## config.mk

```make
export PLATFORM = sky130hd
export DESIGN_NAME = diff_drive_odometry_core
export DESIGN_NICKNAME = d
export VERILOG_FILES = /design/src/design/ddo_pkg.sv /design/src/design/diff_drive_odometry_core.sv
export VERILOG_INCLUDE_DIRS = /design/src /design/src/design
export SDC_FILE = /design/constraint.sdc
export NUM_CORES = 2
export LEC_CHECK = 0
export BUFFER_PORTS_ARGS = -buffer_cell sky130_fd_sc_hd__buf_2
export CORE_MARGIN = 1
export CORE_UTILIZATION = 53
export DETAILED_ROUTE_END_ITERATION = 8
export GPL_ROUTABILITY_DRIVEN = 0
export PLACE_DENSITY_LB_ADDON = 0.08
export SLEW_MARGIN = 15
export SYNTH_ARGS = -nofsm -noshare
export SYNTH_HDL_FRONTEND = slang
export SYNTH_SLANG_ARGS = --single-unit
```

## constraint.sdc

```tcl
create_clock -name clk_i -period 16.8 [get_ports clk_i]
set_clock_uncertainty 0.2 [all_clocks]
set_input_delay 5.04 -clock clk_i [delete_from_list [all_inputs] [get_ports clk_i]]
set_output_delay 5.04 -clock clk_i [all_outputs]
set_load 0.005 [all_outputs]
```

## src/design/diff_drive_odometry_core_macros.svh

```systemverilog
`ifndef DIFF_DRIVE_ODOMETRY_CORE_MACROS_SVH
`define DIFF_DRIVE_ODOMETRY_CORE_MACROS_SVH

// Clocked check, off while reset is asserted
`define DDO_ASSERT(lbl, prop, msg) \
  lbl: assert property (@(posedge clk_i) disable iff (!rst_ni) prop) else $error(msg);

// Clocked check that also holds during reset
`define DDO_ASSERT_ALWAYS(lbl, prop, msg) \
  lbl: assert property (@(posedge clk_i) prop) else $error(msg);

`endif

```

## src/design/ddo_pkg.sv

```systemverilog
package ddo_pkg;

  localparam int unsigned CntW        = 5;
  localparam int unsigned MulLanes    = 3;
  localparam int unsigned CordicSteps = 24;

  localparam logic signed [32:0] CordicStart = 33'sd652032874;
  localparam logic [19:0]        UsPerSec    = 20'd1000000;

  localparam logic [1:0] RegMpc = 2'd0;
  localparam logic [1:0] RegApc = 2'd1;
  localparam logic [1:0] RegNeg = 2'd2;

  typedef enum logic {
    OP_UPDATE = 1'b0,
    OP_CLEAR  = 1'b1
  } opcode_e;

  typedef enum logic [9:0] {
    S_IDLE = 10'b0000000001,
    S_MUL  = 10'b0000000010,
    S_PREP = 10'b0000000100,
    S_ROT  = 10'b0000001000,
    S_SLD  = 10'b0000010000,
    S_SCL  = 10'b0000100000,
    S_STEP = 10'b0001000000,
    S_ACC  = 10'b0010000000,
    S_DIV  = 10'b0100000000,
    S_DONE = 10'b1000000000
  } state_e;

  function automatic logic signed [33:0] cordic_atan(input logic [CntW-1:0] i);
    logic signed [33:0] r;
    unique case (i)
      5'd0:    r = 34'sd536870912;
      5'd1:    r = 34'sd316933406;
      5'd2:    r = 34'sd167458907;
      5'd3:    r = 34'sd85004756;
      5'd4:    r = 34'sd42667331;
      5'd5:    r = 34'sd21354465;
      5'd6:    r = 34'sd10679838;
      5'd7:    r = 34'sd5340245;
      5'd8:    r = 34'sd2670163;
      5'd9:    r = 34'sd1335087;
      5'd10:   r = 34'sd667544;
      5'd11:   r = 34'sd333772;
      5'd12:   r = 34'sd166886;
      5'd13:   r = 34'sd83443;
      5'd14:   r = 34'sd41722;
      5'd15:   r = 34'sd20861;
      5'd16:   r = 34'sd10430;
      5'd17:   r = 34'sd5215;
      5'd18:   r = 34'sd2608;
      5'd19:   r = 34'sd1304;
      5'd20:   r = 34'sd652;
      5'd21:   r = 34'sd326;
      5'd22:   r = 34'sd163;
      5'd23:   r = 34'sd81;
      default: r = 34'sd0;
    endcase
    return r;
  endfunction

  function automatic logic signed [31:0] sat32(input logic signed [63:0] v);
    logic signed [31:0] r;
    if (v > 64'sh0000_0000_7FFF_FFFF) begin
      r = 32'sh7FFF_FFFF;
    end else if (v < -64'sh0000_0000_8000_0000) begin
      r = -32'sh8000_0000;
    end else begin
      r = v[31:0];
    end
    return r;
  endfunction

  function automatic logic signed [31:0] div_result(input logic [31:0] q, input logic neg,
                                                    input logic ovf);
    logic [31:0] r;
    if (ovf) begin
      r = neg ? 32'h8000_0000 : 32'h7FFF_FFFF;
    end else if (!neg) begin
      r = q[31] ? 32'h7FFF_FFFF : q;
    end else begin
      r = (q > 32'h8000_0000) ? 32'h8000_0000 : (32'd0 - q);
    end
    return signed'(r);
  endfunction

endpackage

```

## src/design/diff_drive_odometry_core.sv

```systemverilog
// Differential-drive odometry from raw wheel encoder counts, fixed point.
// Input channel (in_valid_i/in_ready_o): opcode, left and right counts, elapsed us.
// Opcode 1 clears the stored counts and pose and returns an all-zero result.
// Output channel (out_valid_o/out_ready_i): pose, heading, per-step deltas, speeds.
// Config channel (cfg_valid_i/cfg_ready_o): always ready; index 0 meters per count,
// 1 angle per count, 2 turn negate. Write only while idle.
// An update runs a bit-serial multiply for wheel distances and turn, a setup step,
// 24 CORDIC rotations, a setup step, a bit-serial multiply for the step, a scaling
// step, accumulation, a restoring division for the speeds and the output load. With
// zero elapsed time the division is skipped.
// A clear goes straight from acceptance to the output load. One transaction is
// processed at a time; the next input is taken the cycle after the result has moved
// into the output register.
// A stalled receiver holds the result in the output register; the core may finish one
// more transaction internally and waits in its final state until the register frees.
// Reset clears the configuration to defaults, the stored counts and the pose.
module diff_drive_odometry_core
  import ddo_pkg::*;
(
  input  logic               clk_i,
  input  logic               rst_ni,
  input  logic               in_valid_i,
  output logic               in_ready_o,
  input  logic               opcode_i,
  input  logic [31:0]        left_count_i,
  input  logic [31:0]        right_count_i,
  input  logic [31:0]        elapsed_us_i,
  output logic               out_valid_o,
  input  logic               out_ready_i,
  output logic signed [31:0] pos_x_o,
  output logic signed [31:0] pos_y_o,
  output logic [31:0]        heading_o,
  output logic signed [31:0] travel_delta_o,
  output logic signed [31:0] step_dx_o,
  output logic signed [31:0] step_dy_o,
  output logic signed [31:0] turn_delta_o,
  output logic signed [31:0] linear_speed_o,
  output logic signed [31:0] turn_rate_o,
  input  logic               cfg_valid_i,
  output logic               cfg_ready_o,
  input  logic [1:0]         cfg_index_i,
  input  logic [31:0]        cfg_data_i
);

  state_e state_q, state_d;
  logic [CntW-1:0] cnt_q, cnt_d;
  logic [31:0] mpc_q, mpc_d, apc_q, apc_d;
  logic neg_q, neg_d;
  logic [31:0] prev_l_q, prev_l_d, prev_r_q, prev_r_d, yaw_q, yaw_d;
  logic signed [31:0] x_acc_q, x_acc_d, y_acc_q, y_acc_d;
  logic out_valid_q, out_valid_d;

  logic [31:0] dt_q, dt_d;
  logic zero_q, zero_d;
  logic signed [32:0] mul_a_q [MulLanes];
  logic signed [32:0] mul_a_d [MulLanes];
  logic signed [33:0] mul_hi_q [MulLanes];
  logic signed [33:0] mul_hi_d [MulLanes];
  logic [31:0] mul_lo_q [MulLanes];
  logic [31:0] mul_lo_d [MulLanes];
  logic signed [33:0] mul_sum [MulLanes];
  logic signed [31:0] travel_q, travel_d, dx_q, dx_d, dy_q, dy_d;
  logic [31:0] turn_q, turn_d;
  logic signed [32:0] cx_q, cx_d, cy_q, cy_d;
  logic signed [33:0] cz_q, cz_d;
  logic flip_q, flip_d, cneg_q, cneg_d, sneg_q, sneg_d;
  logic [50:0] lin_num_q, lin_num_d;
  logic [34:0] rate_num_q, rate_num_d;
  logic lin_neg_q, lin_neg_d, rate_neg_q, rate_neg_d;
  logic lin_ovf_q, lin_ovf_d, rate_ovf_q, rate_ovf_d;
  logic [31:0] lin_rem_q, lin_rem_d, rate_rem_q, rate_rem_d;
  logic [31:0] lin_quo_q, lin_quo_d, rate_quo_q, rate_quo_d;

  logic signed [31:0] pos_x_q, pos_y_q, travel_o_q, dx_o_q, dy_o_q, turn_o_q;
  logic signed [31:0] lin_o_q, rate_o_q;
  logic [31:0] heading_q;
  logic out_load;

  logic in_acc, out_acc, clr_acc;
  logic signed [31:0] dl, dr;
  logic signed [32:0] diff;
  logic signed [65:0] prod0, prod1, prodx, prody;
  logic signed [50:0] wheel_sum;
  logic signed [49:0] travel_wide;
  logic [31:0] turn_new, phi, phi_adj;
  logic phi_flip;
  logic signed [32:0] xs, ys;
  logic signed [33:0] atan;
  logic [31:0] trav_mag, turn_mag;
  logic [51:0] lin_prod, rate_prod;
  logic signed [32:0] cx_mag, cy_mag;
  logic signed [32:0] x_sum, y_sum;
  logic [32:0] lin_r2, rate_r2;
  logic lin_ge, rate_ge;

  assign in_ready_o  = (state_q == S_IDLE);
  assign cfg_ready_o = 1'b1;
  assign in_acc      = in_valid_i && in_ready_o;
  assign out_acc     = out_valid_q && out_ready_i;
  assign clr_acc     = in_acc && (opcode_e'(opcode_i) == OP_CLEAR);
  assign out_load    = (state_q == S_DONE) && (!out_valid_q || out_ready_i);

  always_comb begin
    for (int l = 0; l < MulLanes; l++) begin
      mul_sum[l] = mul_hi_q[l] + (mul_lo_q[l][0] ? {mul_a_q[l][32], mul_a_q[l]} : 34'sd0);
    end
  end

  always_comb begin
    dl          = signed'(left_count_i - prev_l_q);
    dr          = signed'(right_count_i - prev_r_q);
    diff        = {dr[31], dr} - {dl[31], dl};
    prod0       = {mul_hi_q[0], mul_lo_q[0]};
    prod1       = {mul_hi_q[1], mul_lo_q[1]};
    wheel_sum   = {prod0[65], prod0[65:16]} + {prod1[65], prod1[65:16]};
    travel_wide = wheel_sum[50:1];
    turn_new    = neg_q ? (32'd0 - mul_lo_q[2]) : mul_lo_q[2];
    phi         = yaw_q + {turn_new[31], turn_new[31:1]};
    phi_flip    = phi[31] ^ phi[30];
    phi_adj     = {phi[31] ^ phi_flip, phi[30:0]};
    xs          = cx_q >>> cnt_q;
    ys          = cy_q >>> cnt_q;
    atan        = cordic_atan(cnt_q);
    trav_mag    = travel_q[31] ? (32'd0 - travel_q) : travel_q;
    turn_mag    = turn_q[31] ? (32'd0 - turn_q) : turn_q;
    lin_prod    = 52'(trav_mag) * 52'(UsPerSec);
    rate_prod   = 52'(turn_mag) * 52'(UsPerSec);
    cx_mag      = cx_q[32] ? -cx_q : cx_q;
    cy_mag      = cy_q[32] ? -cy_q : cy_q;
    prodx       = cneg_q ? -prod0 : prod0;
    prody       = sneg_q ? -prod1 : prod1;
    x_sum       = {x_acc_q[31], x_acc_q} + {dx_q[31], dx_q};
    y_sum       = {y_acc_q[31], y_acc_q} + {dy_q[31], dy_q};
    lin_r2      = {lin_rem_q, lin_quo_q[31]};
    rate_r2     = {rate_rem_q, rate_quo_q[31]};
    lin_ge      = lin_r2 >= {1'b0, dt_q};
    rate_ge     = rate_r2 >= {1'b0, dt_q};
  end

  always_comb begin
    state_d     = state_q;
    cnt_d       = cnt_q;
    mpc_d       = mpc_q;
    apc_d       = apc_q;
    neg_d       = neg_q;
    prev_l_d    = prev_l_q;
    prev_r_d    = prev_r_q;
    x_acc_d     = x_acc_q;
    y_acc_d     = y_acc_q;
    yaw_d       = yaw_q;
    out_valid_d = out_valid_q;
    dt_d        = dt_q;
    zero_d      = zero_q;
    mul_a_d     = mul_a_q;
    mul_hi_d    = mul_hi_q;
    mul_lo_d    = mul_lo_q;
    travel_d    = travel_q;
    dx_d        = dx_q;
    dy_d        = dy_q;
    turn_d      = turn_q;
    cx_d        = cx_q;
    cy_d        = cy_q;
    cz_d        = cz_q;
    flip_d      = flip_q;
    cneg_d      = cneg_q;
    sneg_d      = sneg_q;
    lin_num_d   = lin_num_q;
    rate_num_d  = rate_num_q;
    lin_neg_d   = lin_neg_q;
    rate_neg_d  = rate_neg_q;
    lin_ovf_d   = lin_ovf_q;
    rate_ovf_d  = rate_ovf_q;
    lin_rem_d   = lin_rem_q;
    rate_rem_d  = rate_rem_q;
    lin_quo_d   = lin_quo_q;
    rate_quo_d  = rate_quo_q;

    if (cfg_valid_i) begin
      case (cfg_index_i)
        RegMpc:  mpc_d = cfg_data_i;
        RegApc:  apc_d = cfg_data_i;
        RegNeg:  neg_d = cfg_data_i[0];
        default: ;
      endcase
    end

    if (out_acc) begin
      out_valid_d = 1'b0;
    end

    unique case (state_q)
      S_IDLE: begin
        if (in_acc) begin
          cnt_d = '0;
          if (opcode_e'(opcode_i) == OP_CLEAR) begin
            prev_l_d = '0;
            prev_r_d = '0;
            x_acc_d  = '0;
            y_acc_d  = '0;
            yaw_d    = '0;
            travel_d = '0;
            dx_d     = '0;
            dy_d     = '0;
            turn_d   = '0;
            zero_d   = 1'b1;
            state_d  = S_DONE;
          end else begin
            prev_l_d    = left_count_i;
            prev_r_d    = right_count_i;
            dt_d        = elapsed_us_i;
            mul_a_d[0]  = {dl[31], dl};
            mul_a_d[1]  = {dr[31], dr};
            mul_a_d[2]  = diff;
            mul_lo_d[0] = mpc_q;
            mul_lo_d[1] = mpc_q;
            mul_lo_d[2] = apc_q;
            for (int l = 0; l < MulLanes; l++) begin
              mul_hi_d[l] = '0;
            end
            state_d = S_MUL;
          end
        end
      end
      S_MUL, S_SCL: begin
        for (int l = 0; l < MulLanes; l++) begin
          mul_hi_d[l] = {mul_sum[l][33], mul_sum[l][33:1]};
          mul_lo_d[l] = {mul_sum[l][0], mul_lo_q[l][31:1]};
        end
        cnt_d = cnt_q + 1'b1;
        if (cnt_q == '1) begin
          state_d = (state_q == S_MUL) ? S_PREP : S_STEP;
        end
      end
      S_PREP: begin
        travel_d = sat32({{14{travel_wide[49]}}, travel_wide});
        turn_d   = turn_new;
        flip_d   = phi_flip;
        cx_d     = CordicStart;
        cy_d     = '0;
        cz_d     = {{2{phi_adj[31]}}, phi_adj};
        cnt_d    = '0;
        state_d  = S_ROT;
      end
      S_ROT: begin
        if (cnt_q == '0) begin
          lin_num_d  = lin_prod[50:0];
          rate_num_d = rate_prod[50:16];
          lin_neg_d  = travel_q[31];
          rate_neg_d = turn_q[31];
        end
        if (!cz_q[33]) begin
          cx_d = cx_q - ys;
          cy_d = cy_q + xs;
          cz_d = cz_q - atan;
        end else begin
          cx_d = cx_q + ys;
          cy_d = cy_q - xs;
          cz_d = cz_q + atan;
        end
        cnt_d = cnt_q + 1'b1;
        if (cnt_q == CntW'(CordicSteps - 1)) begin
          cnt_d   = '0;
          state_d = S_SLD;
        end
      end
      S_SLD: begin
        mul_a_d[0]  = {travel_q[31], travel_q};
        mul_a_d[1]  = {travel_q[31], travel_q};
        mul_hi_d[0] = '0;
        mul_hi_d[1] = '0;
        mul_lo_d[0] = cx_mag[31:0];
        mul_lo_d[1] = cy_mag[31:0];
        cneg_d      = cx_q[32] ^ flip_q;
        sneg_d      = cy_q[32] ^ flip_q;
        cnt_d       = '0;
        state_d     = S_SCL;
      end
      S_STEP: begin
        dx_d    = sat32({{28{prodx[65]}}, prodx[65:30]});
        dy_d    = sat32({{28{prody[65]}}, prody[65:30]});
        state_d = S_ACC;
      end
      S_ACC: begin
        x_acc_d    = sat32({{31{x_sum[32]}}, x_sum});
        y_acc_d    = sat32({{31{y_sum[32]}}, y_sum});
        yaw_d      = yaw_q + turn_q;
        zero_d     = (dt_q == '0);
        lin_ovf_d  = {13'd0, lin_num_q[50:32]} >= dt_q;
        rate_ovf_d = {29'd0, rate_num_q[34:32]} >= dt_q;
        lin_rem_d  = {13'd0, lin_num_q[50:32]};
        rate_rem_d = {29'd0, rate_num_q[34:32]};
        lin_quo_d  = lin_num_q[31:0];
        rate_quo_d = rate_num_q[31:0];
        cnt_d      = '0;
        state_d    = (dt_q == '0) ? S_DONE : S_DIV;
      end
      S_DIV: begin
        lin_rem_d  = lin_ge ? 32'(lin_r2 - {1'b0, dt_q}) : lin_r2[31:0];
        rate_rem_d = rate_ge ? 32'(rate_r2 - {1'b0, dt_q}) : rate_r2[31:0];
        lin_quo_d  = {lin_quo_q[30:0], lin_ge};
        rate_quo_d = {rate_quo_q[30:0], rate_ge};
        cnt_d      = cnt_q + 1'b1;
        if (cnt_q == '1) begin
          state_d = S_DONE;
        end
      end
      S_DONE: begin
        if (out_load) begin
          out_valid_d = 1'b1;
          state_d     = S_IDLE;
        end
      end
      default: state_d = S_IDLE;
    endcase
  end

  always_ff @(posedge clk_i or negedge rst_ni) begin
    if (!rst_ni) begin
      state_q     <= S_IDLE;
      cnt_q       <= '0;
      mpc_q       <= 32'd447580;
      apc_q       <= 32'd325268;
      neg_q       <= 1'b0;
      prev_l_q    <= '0;
      prev_r_q    <= '0;
      x_acc_q     <= '0;
      y_acc_q     <= '0;
      yaw_q       <= '0;
      out_valid_q <= 1'b0;
    end else begin
      state_q     <= state_d;
      cnt_q       <= cnt_d;
      mpc_q       <= mpc_d;
      apc_q       <= apc_d;
      neg_q       <= neg_d;
      prev_l_q    <= prev_l_d;
      prev_r_q    <= prev_r_d;
      x_acc_q     <= x_acc_d;
      y_acc_q     <= y_acc_d;
      yaw_q       <= yaw_d;
      out_valid_q <= out_valid_d;
    end
  end

  always_ff @(posedge clk_i) begin
    dt_q       <= dt_d;
    zero_q     <= zero_d;
    mul_a_q    <= mul_a_d;
    mul_hi_q   <= mul_hi_d;
    mul_lo_q   <= mul_lo_d;
    travel_q   <= travel_d;
    dx_q       <= dx_d;
    dy_q       <= dy_d;
    turn_q     <= turn_d;
    cx_q       <= cx_d;
    cy_q       <= cy_d;
    cz_q       <= cz_d;
    flip_q     <= flip_d;
    cneg_q     <= cneg_d;
    sneg_q     <= sneg_d;
    lin_num_q  <= lin_num_d;
    rate_num_q <= rate_num_d;
    lin_neg_q  <= lin_neg_d;
    rate_neg_q <= rate_neg_d;
    lin_ovf_q  <= lin_ovf_d;
    rate_ovf_q <= rate_ovf_d;
    lin_rem_q  <= lin_rem_d;
    rate_rem_q <= rate_rem_d;
    lin_quo_q  <= lin_quo_d;
    rate_quo_q <= rate_quo_d;
    if (out_load) begin
      pos_x_q    <= x_acc_q;
      pos_y_q    <= y_acc_q;
      heading_q  <= yaw_q;
      travel_o_q <= travel_q;
      dx_o_q     <= dx_q;
      dy_o_q     <= dy_q;
      turn_o_q   <= signed'(turn_q);
      lin_o_q    <= zero_q ? 32'sd0 : div_result(lin_quo_q, lin_neg_q, lin_ovf_q);
      rate_o_q   <= zero_q ? 32'sd0 : div_result(rate_quo_q, rate_neg_q, rate_ovf_q);
    end
  end

  assign out_valid_o    = out_valid_q;
  assign pos_x_o        = pos_x_q;
  assign pos_y_o        = pos_y_q;
  assign heading_o      = heading_q;
  assign travel_delta_o = travel_o_q;
  assign step_dx_o      = dx_o_q;
  assign step_dy_o      = dy_o_q;
  assign turn_delta_o   = turn_o_q;
  assign linear_speed_o = lin_o_q;
  assign turn_rate_o    = rate_o_q;

`include "diff_drive_odometry_core_macros.svh"

  `DDO_ASSERT(a_out_from_done, $rose(out_valid_q) |-> $past(state_q == S_DONE), "early result")
  `DDO_ASSERT(a_clear_done, clr_acc |=> (state_q == S_DONE && x_acc_q == '0), "pose kept")
  `DDO_ASSERT(a_rot_count, (state_q == S_ROT) |-> (cnt_q < CntW'(CordicSteps)), "rotation overrun")
  `DDO_ASSERT_ALWAYS(a_ready_idle, in_ready_o |-> (state_q == S_IDLE || !rst_ni), "ready while busy")

endmodule

```

==> results_dict.tcl <==
set metrics [dict create \
    cts.sinks 1297 \
    gr-usage-met2 0.458 \
    routed_wl_um 278000 \
    ys_warn_count 0 \
    start_kind "input pin" \
    rows 158 \
    core_um2 185000 \
    crit_arrival_ns 10.79 \
    hpwl_um 216000 \
    initial_core_util 0.533 \
    io_buffers 425 \
    cts-resized-gates 0 \
    syn_area_um2 98900 \
    reg2reg_slack_ns 7.63 \
    status "finished, final reports clean" \
    clkLatencyLatePin_ns 0.83 \
    relSlewSlack 0.173 \
    synth_enable_flop_cells 1056 \
    finalCritPeriodShare 0.621 \
    cts.clk_slew.worst_paths_ns 0.06 \
    r2r-end "lin_num_q[50]$_DFFE_PP_" \
    cts_tree "built" \
    antenna_left 0 \
    grt_pass1_vias 73896 \
    setup_tns_ns 0 \
    use_met3 0.0389 \
    synthArstFlopShare 0.186 \
    synth_seq_area_share 0.382 \
    worstSetupEndpointType "register" \
    rr_worst_depth 32 \
    dieHeight_um 434 \
    maxSlewViolCount 0 \
    worstSetupStartpoint "left_count_i[0]" \
    grt-busiest-layer "met2" \
    path_class "in2reg" \
    cap_viol_max_count 0 \
    clockBufferDepth 3 \
    drt_iter0_drc 6476 \
    syn_area_per_cell_um2 9.67 \
    cts_max_level 4 \
    antenna_found_initial 10 \
    die_w_um 434 \
    period_needed_ns 10.43 \
    grt_usage 0.289 \
    vias_per_cell 5.89 \
    endpoint "mul_a_q[31]$_DFFE_PP_" \
    routed-via-count 77321 \
    num-nets-final 11748 \
    synthesis.nets 11461 \
    timing.fmax_mhz 95.9 \
    numCtsBuffers 149 \
    clockRootBuffer "clkbuf_16" \
    grt_overflow_total 0 \
    crit_path_max_fanout 5 \
    hold_viol_final 0 \
    hold_path.class "reg2reg" \
    drc 0 \
    synth.distinct_cells 98 \
    syn_inst 10223 \
    dieArea_um2 188000 \
    firstDrtPassIters 6 \
    synth-seq-cells 1297 \
    reg2reg_from "travel_q[3]$_SDFFCE_PN0P_" \
    avgRoutedWirePerCell_um 21.2 \
    drive_gt1_frac 0.0954 \
    crit_required_ns 17.16 \
    grtUsageMet1 0.391 \
    grt_max_degree 103 \
    final_common_cell "nand2_1" \
    hold_buffers 0 \
    layout_common_cells "nand2_1 (1156), edfxtp_1 (1056), ha_1 (843)" \
    ys.flop_type "edfxtp_1" \
    syn2layout_area_growth_pct 9.80 \
    worstMarginPinSlew_ns 1.23 \
    grt_pass1_wl_um 425000 \
    cts_setup_buffers 0 \
    io_pins 427 \
    finalSetupViolCount 0 \
    rsz0062_at_grt "false" \
]
worst max-delay path, cell delays in order:
cell	delay [ns]
buf_2	0.09
inv_1	0.06
ha_1	0.16
inv_1	0.06
fa_1	0.40
a21o_1	0.18
a21oi_1	0.21
o21ai_0	0.11
a21oi_1	0.26
o21bai_1	0.10
a21oi_1	0.31
o21bai_1	0.12
a21oi_1	0.28
o21ai_0	0.17
xnor2_1	0.38
ha_1	0.38
a21oi_1	0.29
nand3b_1	0.13
o31a_1	0.34
nand4_1	0.15
a311o_1	0.27
o21ai_0	0.16
o21a_1	0.21
o21a_1	0.19
o31ai_1	0.32
o21ai_0	0.13
a21oi_1	0.18
xnor2_1	0.07
layout make-up:
| cell class | instances | area (um^2) |
|---|---|---|
| Fill cell | 15986 | 76800 |
| Multi-Input combinational cell | 7800 | 57100 |
| Sequential cell | 1297 | 37800 |
| Clock buffer | 194 | 4140 |
| Tap cell | 2480 | 3100 |
| Inverter | 751 | 2820 |
| Timing Repair Buffer | 511 | 2810 |
| Clock inverter | 82 | 843 |
| Antenna cell | 8 | 20.0 |
routing by layer:
metal | vias to the layer above | share of wire
li1 | 37063 | -
met1 | 37052 | 0.43
met2 | 2662 | 0.46
met3 | 540 | 0.062
met4 | 4 | 0.050
met5 | - | 0.00012
worst min path at each step:
stage,startpoint,end,cells after the start
3_5_place_dp,travel_q[1]$_SDFFCE_PN0P_,travel_delta_o[1]$_DFFE_PP_,0
5_1_grt,dx_q[0]$_SDFFCE_PN0P_,step_dx_o[0]$_DFFE_PP_,0
3_3_place_gp,travel_q[1]$_SDFFCE_PN0P_,travel_delta_o[1]$_DFFE_PP_,0
2_1_floorplan,travel_q[1]$_SDFFCE_PN0P_,travel_delta_o[1]$_DFFE_PP_,0
6_report,travel_q[1]$_SDFFCE_PN0P_,travel_delta_o[1]$_DFFE_PP_,0
4_1_cts,travel_q[1]$_SDFFCE_PN0P_,travel_delta_o[1]$_DFFE_PP_,0
cells by family (layout without fill, tap and decap cells):
family,count (synthesis),count (layout),share of synthesized area
other,1,9,0.0000379
DFF,1297,1297,0.382
muxes,263,263,0.0350
and+or+nand+nor,3090,3090,0.146
buffers and inverters,1126,1538,0.0430
xor gates and xnor gates,866,866,0.0767
adders and majority gates,1108,1108,0.160
AOI/OAI and AO/OA,2472,2472,0.157
sequential cells by signal, summed over array words and instances, names as in the netlist, 33 cells and up:
register / flops
cx_q: 33
mul_lo_q: 96
cz_q: 34
rate_num_q: 35
mul_a_q: 97
cy_q: 33
lin_num_q: 45
mul_hi_q: 99
metrics by stage:
| stage | setup slack (ns) | util | hold WS (ns) | instance area [um^2] | cells |
|---|---|---|---|---|---|
| floorplan | 3.19 | - | 0.226 | 98900 | 10223 |
| global placement | 5.85 | 0.558 | 0.237 | 104000 | 12837 |
| detailed placement | 5.76 | 0.558 | 0.247 | 104000 | 12837 |
| CTS | 6.61 | 0.585 | 0.263 | 109000 | 13113 |
| global route | 6.16 | 0.586 | 0.282 | 109000 | 13120 |
| finish | 6.37 | 0.586 | 0.265 | 109000 | 13123 |
cell usage after synthesis (all sizes together), types with 15 or more instances:
library cell / instances / share of area
nand3: 165 / 0.0084
or2: 31 / 0.0020
nor2: 729 / 0.028
nor3: 162 / 0.0084
or3: 77 / 0.0050
a31o: 15 / 0.0013
a21boi: 19 / 0.0014
dfstp: 21 / 0.0056
xnor2: 489 / 0.043
edfxtp: 1056 / 0.32
a21o: 305 / 0.023
or4: 39 / 0.0031
ha: 843 / 0.11
dfrtp: 220 / 0.056
clkbuf: 318 / 0.012
nor2b: 108 / 0.0068
nor3b: 22 / 0.0017
a211o: 17 / 0.0015
o22ai: 17 / 0.0011
a221o: 39 / 0.0039
mux4: 58 / 0.013
o211ai: 50 / 0.0038
nand2: 1165 / 0.044
inv: 743 / 0.028
a31oi: 66 / 0.0042
o22a: 34 / 0.0030
mux2i: 125 / 0.013
mux2: 80 / 0.0091
buf: 57 / 0.0024
a22oi: 68 / 0.0052
fa: 259 / 0.052
o41ai: 28 / 0.0025
o21ai: 702 / 0.036
nand2b: 176 / 0.011
a211oi: 91 / 0.0069
and2: 187 / 0.012
a21oi: 638 / 0.032
o21bai: 82 / 0.0062
and3: 57 / 0.0036
o21a: 83 / 0.0063
nor4: 60 / 0.0041
xor2: 377 / 0.033
o31ai: 77 / 0.0059
nand4: 62 / 0.0039
Power is left out: the tool's default activity adds up to more than one toggle a clock period on the data nets, which glitch-free logic cannot reach.
